`src/rtl/b32d_pkg.sv`:
```
// Package for the base32 decoder: character codes, queue sizing and the
// queue entry and status types. Depends on nothing.
`timescale 1ns / 1ps

package b32d_pkg;

	// Character codes of the accepted alphabet.
	localparam logic [7:0] CHAR_UPPER_A = 8'h41;
	localparam logic [7:0] CHAR_UPPER_Z = 8'h5A;
	localparam logic [7:0] CHAR_LOWER_A = 8'h61;
	localparam logic [7:0] CHAR_LOWER_Z = 8'h7A;
	localparam logic [7:0] CHAR_DIGIT_2 = 8'h32;
	localparam logic [7:0] CHAR_DIGIT_7 = 8'h37;

	// Value of the digit '2'; digits '2'..'7' follow the 26 letters.
	localparam logic [4:0] DIGIT_BASE_VALUE = 5'd26;

	// Queue between the classifier and the bit packer.
	localparam int QUEUE_DEPTH = 4;
	localparam int QUEUE_PTR_W = $clog2(QUEUE_DEPTH);
	localparam int QUEUE_CNT_W = $clog2(QUEUE_DEPTH + 1);

	// One classified character.
	typedef struct packed {
		logic [4:0] value;
		logic       invalid;
		logic       last;
	} sym_entry_t;

	// Queue fill status seen by both sides.
	typedef struct packed {
		logic                   full;
		logic                   empty;
		logic [QUEUE_CNT_W-1:0] count;
	} queue_status_t;

endpackage

```
`src/rtl/b32d_front.sv`:
```
// Front end of the base32 decoder: input handshake, case mode register and
// character classification. Depends on b32d_pkg.
`timescale 1ns / 1ps

module b32d_front (
	input  logic                   clk,
	input  logic                   arst_n,
	input  logic                   cfg_wen,
	input  logic                   cfg_wdata,
	input  logic                   in_valid,
	output logic                   in_stall,
	input  logic [7:0]             symbol,
	input  logic                   last_symbol,
	input  b32d_pkg::queue_status_t q_status,
	output logic                   push,
	output b32d_pkg::sym_entry_t   push_entry
);

	logic upper_mode_q;
	logic is_digit;
	logic is_upper;
	logic is_lower;

	// Case mode register; a new mode applies from the next character.
	always_ff @(posedge clk or negedge arst_n) begin
		if (!arst_n) begin
			upper_mode_q <= 1'b0;
		end else if (cfg_wen) begin
			upper_mode_q <= cfg_wdata;
		end
	end

	// The input waits only while the queue has no free slot.
	assign in_stall = q_status.full;
	assign push     = in_valid && !q_status.full;

	// Map the character to its 5-bit value and flag anything outside the alphabet.
	always_comb begin
		is_digit = (symbol >= b32d_pkg::CHAR_DIGIT_2) && (symbol <= b32d_pkg::CHAR_DIGIT_7);
		is_upper = (symbol >= b32d_pkg::CHAR_UPPER_A) && (symbol <= b32d_pkg::CHAR_UPPER_Z);
		is_lower = (symbol >= b32d_pkg::CHAR_LOWER_A) && (symbol <= b32d_pkg::CHAR_LOWER_Z);
		push_entry.last    = last_symbol;
		push_entry.invalid = 1'b0;
		priority if (is_digit) begin
			push_entry.value = 5'(symbol - b32d_pkg::CHAR_DIGIT_2) + b32d_pkg::DIGIT_BASE_VALUE;
		end else if (upper_mode_q && is_upper) begin
			push_entry.value = 5'(symbol - b32d_pkg::CHAR_UPPER_A);
		end else if (!upper_mode_q && is_lower) begin
			push_entry.value = 5'(symbol - b32d_pkg::CHAR_LOWER_A);
		end else begin
			push_entry.value   = 5'd0;
			push_entry.invalid = 1'b1;
		end
	end

endmodule

```
`src/rtl/b32d_queue.sv`:
```
// Short register queue of classified characters between front and back end.
// Depends on b32d_pkg.
`timescale 1ns / 1ps

module b32d_queue (
	input  logic                    clk,
	input  logic                    arst_n,
	input  logic                    push,
	input  b32d_pkg::sym_entry_t    push_entry,
	input  logic                    pop,
	output b32d_pkg::sym_entry_t    pop_entry,
	output b32d_pkg::queue_status_t status
);

	b32d_pkg::sym_entry_t entries_q [b32d_pkg::QUEUE_DEPTH];
	logic [b32d_pkg::QUEUE_PTR_W-1:0] wr_ptr_q;
	logic [b32d_pkg::QUEUE_PTR_W-1:0] rd_ptr_q;
	logic [b32d_pkg::QUEUE_CNT_W-1:0] count_q;

	// Entry storage; payload needs no reset.
	always_ff @(posedge clk) begin
		if (push) begin
			entries_q[wr_ptr_q] <= push_entry;
		end
	end

	// Pointers and fill count.
	always_ff @(posedge clk or negedge arst_n) begin
		if (!arst_n) begin
			wr_ptr_q <= '0;
			rd_ptr_q <= '0;
			count_q  <= '0;
		end else begin
			if (push) begin
				wr_ptr_q <= (wr_ptr_q == b32d_pkg::QUEUE_PTR_W'(b32d_pkg::QUEUE_DEPTH - 1))
					? '0 : wr_ptr_q + 1'b1;
			end
			if (pop) begin
				rd_ptr_q <= (rd_ptr_q == b32d_pkg::QUEUE_PTR_W'(b32d_pkg::QUEUE_DEPTH - 1))
					? '0 : rd_ptr_q + 1'b1;
			end
			unique case ({push, pop})
				2'b10:   count_q <= count_q + 1'b1;
				2'b01:   count_q <= count_q - 1'b1;
				default: count_q <= count_q;
			endcase
		end
	end

	assign pop_entry    = entries_q[rd_ptr_q];
	assign status.full  = (count_q == b32d_pkg::QUEUE_CNT_W'(b32d_pkg::QUEUE_DEPTH));
	assign status.empty = (count_q == '0);
	assign status.count = count_q;

endmodule

```
`src/rtl/b32d_back.sv`:
```
// Back end of the base32 decoder: bit packer, sticky error and the output
// register. Depends on b32d_pkg.
`timescale 1ns / 1ps

module b32d_back (
	input  logic                    clk,
	input  logic                    arst_n,
	input  b32d_pkg::queue_status_t q_status,
	input  b32d_pkg::sym_entry_t    pop_entry,
	output logic                    pop,
	output logic                    out_valid,
	input  logic                    out_stall,
	output logic [7:0]              data_byte,
	output logic                    byte_valid,
	output logic                    end_of_string,
	output logic                    bad_symbol
);

	logic [6:0]  leftover_q;
	logic [2:0]  count_q;
	logic        error_q;
	logic        out_valid_q;
	logic [7:0]  data_byte_q;
	logic        byte_valid_q;
	logic        eos_q;
	logic        bad_q;

	logic [11:0] bits_cat;
	logic [3:0]  cnt_sum;
	logic [2:0]  rest;
	logic        err_n;
	logic [7:0]  byte_n;
	logic        bval_n;
	logic [6:0]  leftover_n;
	logic [2:0]  count_n;

	// Pop when the queue is not empty and the output register is free or emptying.
	assign pop = !q_status.empty && (!out_valid_q || !out_stall);

	// Append five bits and extract a byte once eight are pending; an error stops both.
	always_comb begin
		bits_cat   = {leftover_q, pop_entry.value};
		cnt_sum    = {1'b0, count_q} + 4'd5;
		rest       = 3'(cnt_sum - 4'd8);
		err_n      = error_q || pop_entry.invalid;
		byte_n     = 8'd0;
		bval_n     = 1'b0;
		leftover_n = leftover_q;
		count_n    = count_q;
		if (!err_n) begin
			if (cnt_sum >= 4'd8) begin
				byte_n     = 8'(bits_cat >> rest);
				bval_n     = 1'b1;
				leftover_n = bits_cat[6:0] & 7'((7'd1 << rest) - 7'd1);
				count_n    = rest;
			end else begin
				leftover_n = bits_cat[6:0];
				count_n    = cnt_sum[2:0];
			end
		end
	end

	// String state; the last character of a string clears it.
	always_ff @(posedge clk or negedge arst_n) begin
		if (!arst_n) begin
			leftover_q  <= '0;
			count_q     <= '0;
			error_q     <= 1'b0;
			out_valid_q <= 1'b0;
		end else begin
			if (pop) begin
				if (pop_entry.last) begin
					leftover_q <= '0;
					count_q    <= '0;
					error_q    <= 1'b0;
				end else begin
					leftover_q <= leftover_n;
					count_q    <= count_n;
					error_q    <= err_n;
				end
				out_valid_q <= 1'b1;
			end else if (!out_stall) begin
				out_valid_q <= 1'b0;
			end
		end
	end

	// Result payload register.
	always_ff @(posedge clk) begin
		if (pop) begin
			data_byte_q  <= byte_n;
			byte_valid_q <= bval_n;
			eos_q        <= pop_entry.last;
			bad_q        <= err_n;
		end
	end

	assign out_valid     = out_valid_q;
	assign data_byte     = data_byte_q;
	assign byte_valid    = byte_valid_q;
	assign end_of_string = eos_q;
	assign bad_symbol    = bad_q;

endmodule

```
`src/rtl/base32_decoder_top.sv`:
```
// Top level of the base32 decoder: front end, queue and back end.
// Depends on b32d_pkg, b32d_front, b32d_queue and b32d_back.
//
//   Channel  Handshake            Payload
//   in       in_valid/in_stall    symbol, last_symbol
//   out      out_valid/out_stall  data_byte, byte_valid, end_of_string, bad_symbol
//   cfg      cfg_wen              cfg_wdata (upper case mode)
//
// One character per cycle is sustained while the output is not stalled;
// each result passes through the queue register and then the output register.
// Reset clears the queue, string state and case mode; no clearing pass.
// Output stalls back up into the four-entry queue; the input stalls only
// when the queue is full.
`timescale 1ns / 1ps

module base32_decoder_top (
	input  logic       clk,
	input  logic       arst_n,
	input  logic       cfg_wen,
	input  logic       cfg_wdata,
	input  logic       in_valid,
	output logic       in_stall,
	input  logic [7:0] symbol,
	input  logic       last_symbol,
	output logic       out_valid,
	input  logic       out_stall,
	output logic [7:0] data_byte,
	output logic       byte_valid,
	output logic       end_of_string,
	output logic       bad_symbol
);

	b32d_pkg::queue_status_t q_status;
	b32d_pkg::sym_entry_t    push_entry;
	b32d_pkg::sym_entry_t    pop_entry;
	logic                    push;
	logic                    pop;

	// Classify characters into the queue.
	b32d_front u_front (
		.clk        (clk),
		.arst_n     (arst_n),
		.cfg_wen    (cfg_wen),
		.cfg_wdata  (cfg_wdata),
		.in_valid   (in_valid),
		.in_stall   (in_stall),
		.symbol     (symbol),
		.last_symbol(last_symbol),
		.q_status   (q_status),
		.push       (push),
		.push_entry (push_entry)
	);

	// Decouple the two halves.
	b32d_queue u_queue (
		.clk       (clk),
		.arst_n    (arst_n),
		.push      (push),
		.push_entry(push_entry),
		.pop       (pop),
		.pop_entry (pop_entry),
		.status    (q_status)
	);

	// Pack bits into bytes and present results.
	b32d_back u_back (
		.clk          (clk),
		.arst_n       (arst_n),
		.q_status     (q_status),
		.pop_entry    (pop_entry),
		.pop          (pop),
		.out_valid    (out_valid),
		.out_stall    (out_stall),
		.data_byte    (data_byte),
		.byte_valid   (byte_valid),
		.end_of_string(end_of_string),
		.bad_symbol   (bad_symbol)
	);

`ifndef SYNTHESIS
	// A string with an error never delivers a byte.
	assert property (@(posedge clk) disable iff (!arst_n)
		out_valid |-> !(byte_valid && bad_symbol))
		else $error("byte delivered after an invalid character");

	// A result without a byte carries a zero data byte.
	assert property (@(posedge clk) disable iff (!arst_n)
		(out_valid && !byte_valid) |-> (data_byte == 8'd0))
		else $error("nonzero data byte without byte_valid");

	// The queue never overfills and never pops when empty.
	assert property (@(posedge clk) disable iff (!arst_n)
		(q_status.count <= b32d_pkg::QUEUE_CNT_W'(b32d_pkg::QUEUE_DEPTH))
		&& !(pop && q_status.empty) && !(push && q_status.full))
		else $error("queue overflow or underflow");
`endif

endmodule
```
`config.mk`:
```
export PLATFORM = sky130hd
export DESIGN_NAME = base32_decoder_top
export DESIGN_NICKNAME = d
export VERILOG_FILES = /design/src/rtl/b32d_pkg.sv /design/src/rtl/b32d_front.sv /design/src/rtl/b32d_queue.sv /design/src/rtl/b32d_back.sv /design/src/rtl/base32_decoder_top.sv
export SDC_FILE = /design/constraint.sdc
export NUM_CORES = 1
export LEC_CHECK = 0
export ABC_AREA = 1
export BUFFER_PORTS_ARGS = -buffer_cell sky130_fd_sc_hd__buf_2
export CAP_MARGIN = 20
export CELL_PAD_IN_SITES_DETAIL_PLACEMENT = 1
export CELL_PAD_IN_SITES_GLOBAL_PLACEMENT = 1
export CORE_ASPECT_RATIO = 1.25
export CORE_MARGIN = 3
export CORE_UTILIZATION = 46
export CTS_CLUSTER_DIAMETER = 200
export DETAILED_ROUTE_END_ITERATION = 8
export PLACE_DENSITY = 0.8
export SETUP_SLACK_MARGIN = 0.2
export SLEW_MARGIN = 0
export SYNTH_ARGS = -nofsm -noshare
export SYNTH_HDL_FRONTEND = slang
export SYNTH_SLANG_ARGS = --single-unit
```
`constraint.sdc`:
```
create_clock -name clk -period 3.1 [get_ports clk]
set_clock_uncertainty 0.15 [all_clocks]
set_input_delay 0.155 -clock clk [delete_from_list [all_inputs] [get_ports clk]]
set_output_delay 0.155 -clock clk [all_outputs]
set_load 0.01 [all_outputs]
```
==> summary.md <==
* 3690 µW — total power
* sky130_fd_sc_hd__clkbuf_8 — root buf cell
* 81.3% — fraction of the cycle the final worst path needs
* 2.52 ns — clock period minus worst slack
* 2.59 ns — Crit path arrival time
* 3.17 ns — data required time of the critical path
* 0.34 ns — clock latency reported for the late side of the worst-skew pair
* 101 µm — Die Y-Extent
* 9 — CTS Buf Count
* 27 — count of buffers from port buffering
* sky130_fd_sc_hd__edfxtp_1 — top_reg_cell synth
* 0 — total congestion overflow after global routing
* 0.811 — GP Congestion
* 2 — maximum count of clock buffers along a single path
* 21 — maximum number of pins on one net before global-route repair
* 8.77 µm² — average instance area after synthesis
* in -> reg — hold crit path type
* sky130_fd_sc_hd__nand2_1 (110), sky130_fd_sc_hd__nand3_1 (43), sky130_fd_sc_hd__inv_1 (39), sky130_fd_sc_hd__edfxtp_1 (39), sky130_fd_sc_hd__buf_2 (27) — commonest cells after routing, fill and taps aside
* 47.5% — starting density of the core
* 0.07 ns — clock edge transition at the registers on the reported setup and hold paths
* 0.000385 V — IR Drop Worst-Case VDD
* 28 — number of top-level design ports
* 0 — number of remaining DRC errors
* 17 — highest fanout seen on the critical path
* 59 — total of flip-flops plus latches after synthesis
* 0.61 ns — Worst R2R Setup Slack
* met4 — highest layer used for signal routing
* 0 — post_cts resized
* 6980 µm² — Std-Cell Core Area
* u_queue.count_q[2] — Setup crit end
* 0 — max-slew violation total from the final report
* 0 — number of antenna repair diodes
* 3320 µm² — cell area after synthesis
* 0.580 ns — post-route setup slack
* 0 — number of antenna violations at the first check in global routing
* 3030 µm — wire length on met1
* 4110 µm — met2 routed wirelength
* 0.695 ns — actual slew at the worst max-slew pin
* 985 nW/µm² — pwr/cell area
* in -> reg — kind of critical path
* 59 — Num Clock Sinks
* 53.6% — final core utilization
* 5570 µm — sum of net half-perimeters after detailed placement
* 0 — final number of hold-violating endpoints
* u_queue.count_q[2] — Worst R2R End
* 50.4% — Seq/Total Area, Yosys
* 39 — EDFF count, synth
* u_queue.count_q[0] — Reg2Reg Launch Point
* 37 — number of distinct library cell variants in the gate-level netlist after synthesis
* 2645 — via count of the first global-routing pass
* 8270 µm² — Die Area
* 0.159 ns — worst slack on hold paths
* 82.0 µm — Die X-Extent
* 33.9% — async set or reset register ratio after synthesis
* 0.397 GHz — highest attainable clock frequency
* no — RSZ-0062 raised after global routing
* 446 — nets@finish
* 0 — antenna-violating nets left
* 0 — number of maximum-capacitance violations
* 0.604 ns — minimum setup slack after placement
* 0 ns — post-route setup TNS
* 80 — initial DRC count
* input port — sort of element at the start of the critical path
* 7470 µm — Total Wirelength
* 0 — Final setup viols
* flop — Setup crit end kind
* sky130_fd_sc_hd__nand2_1 — most common cell after layout, fill and taps aside
* 0.00174 µW — Leak
* 14.7 µm — final routed wire length divided by cell count
* complete, no violations — status
* 34 — row count
* 2598 — vias
* built — clock tree from TritonCTS
* 4 — TritonRoute pass-1 iters
* 167 µm — met3 layer wire length in the routed design
* 378 — number of cells produced by synthesis
* 0 — Yosys warning count
* 53.5% — max-slew headroom at the worst pin
* 3 — H-Tree Level Count
* 12400 µm — first-pass GRT wire length
* 5.11 — vias per cell
* 15.1% — layout cell share with drive strength beyond 1
* 10 — Reg2Reg Depth
* 411 — net count of the mapped netlist
* 12.8% — synth-to-layout area growth
* 20.1% — global-route usage over all layers
* out_stall — Worst Setup SP
what timing repair did:
item,CTS,global route
setup buffers,0,0
endpoints found under the hold margin,26,0
hold buffers,5,0
cell families after synthesis:
group                      synth area share, %
AOI/OAI and AO/OA                         8.79
xor gates and xnor gates                  1.32
DFF                                       50.4
muxes                                    0.641
buffers and inverters                     7.20
adders and majority gates                 7.02
and+or+nand+nor                           24.6
how the worst min path moves through the flow:
stage	to	slack [ns]	startpoint	depth (start not counted)
after floorplan	u_back.count_q[0]	-0.29	arst_n	0
after global placement	u_back.leftover_q[5]	0.002	arst_n	1
after detailed placement	u_back.leftover_q[5]	0.01	arst_n	1
after CTS	u_queue.wr_ptr_q[1]	0.16	in_valid	4
after global routing	u_back.leftover_q[5]	0.22	arst_n	2
final	u_queue.wr_ptr_q[0]	0.16	in_valid	4
cell usage after synthesis, types with 2 or more instances:
cell	count	area share [%]
sky130_fd_sc_hd__nand2_2	4	0.75
sky130_fd_sc_hd__a21oi_1	9	1.4
sky130_fd_sc_hd__ha_1	17	6.4
sky130_fd_sc_hd__clkbuf_1	2	0.23
sky130_fd_sc_hd__inv_2	4	0.45
sky130_fd_sc_hd__inv_4	2	0.38
sky130_fd_sc_hd__nor2_1	25	2.8
sky130_fd_sc_hd__inv_1	39	4.4
sky130_fd_sc_hd__buf_6	2	0.68
sky130_fd_sc_hd__nand3_1	43	6.5
sky130_fd_sc_hd__xor2_1	4	1.1
sky130_fd_sc_hd__o211ai_1	2	0.45
sky130_fd_sc_hd__o22ai_1	7	1.3
sky130_fd_sc_hd__o21ai_0	25	3.8
sky130_fd_sc_hd__nand2_1	110	12
sky130_fd_sc_hd__buf_4	4	0.91
sky130_fd_sc_hd__edfxtp_1	39	35
sky130_fd_sc_hd__dfrtp_1	20	15
sky130_fd_sc_hd__a21oi_2	2	0.53
stage by stage:
| stage | instances | area, µm² |
|---|---|---|
| 3_5_place_dp | 487 | 3510 |
| 3_3_place_gp | 487 | 3510 |
| 4_1_cts | 508 | 3740 |
| 2_1_floorplan | 378 | 3320 |
| 6_report | 508 | 3740 |
| 5_1_grt | 508 | 3740 |
power by group:
group          internal [µW]  switching [µW]
clock network            369             304
logic                    562            1190
registers               1100             156
layer usage:
layer	GRT usage, %	up-vias
met5	0	-
met4	8.57	0
met3	3.40	17
met2	36.7	34
met1	22.4	1227
li1	-	1320
state kept, by name, indices dropped and copies added, names as in the netlist, 2 cells and up:
register,cells
u_back.count_q,3
u_back.data_byte,8
u_back.leftover_q,7
u_queue.count_q,3
u_queue.entries_q,28
u_queue.rd_ptr_q,2
u_queue.wr_ptr_q,2
cell type report:
type                    instances  area, µm²
well taps                      90        113
clock inverters                 5       53.8
fillers                       839       3230
repair buffers                 33        193
clock buffers                  11        131
inverters                      45        174
multi-input cells             265       1410
flip-flops and latches         59       1670
critical path, stage by stage:
cell	delay [ns]
sky130_fd_sc_hd__dlygate4sd3_1	0.53
sky130_fd_sc_hd__buf_2	0.12
sky130_fd_sc_hd__nand2_1	0.08
sky130_fd_sc_hd__nand2_2	0.09
sky130_fd_sc_hd__inv_1	0.46
sky130_fd_sc_hd__ha_1	0.26
sky130_fd_sc_hd__inv_1	0.07
sky130_fd_sc_hd__fa_1	0.39
sky130_fd_sc_hd__a21oi_1	0.16
sky130_fd_sc_hd__o21ai_0	0.11
sky130_fd_sc_hd__xor2_1	0.15
Note: power is estimated with default switching activity, not from simulation.
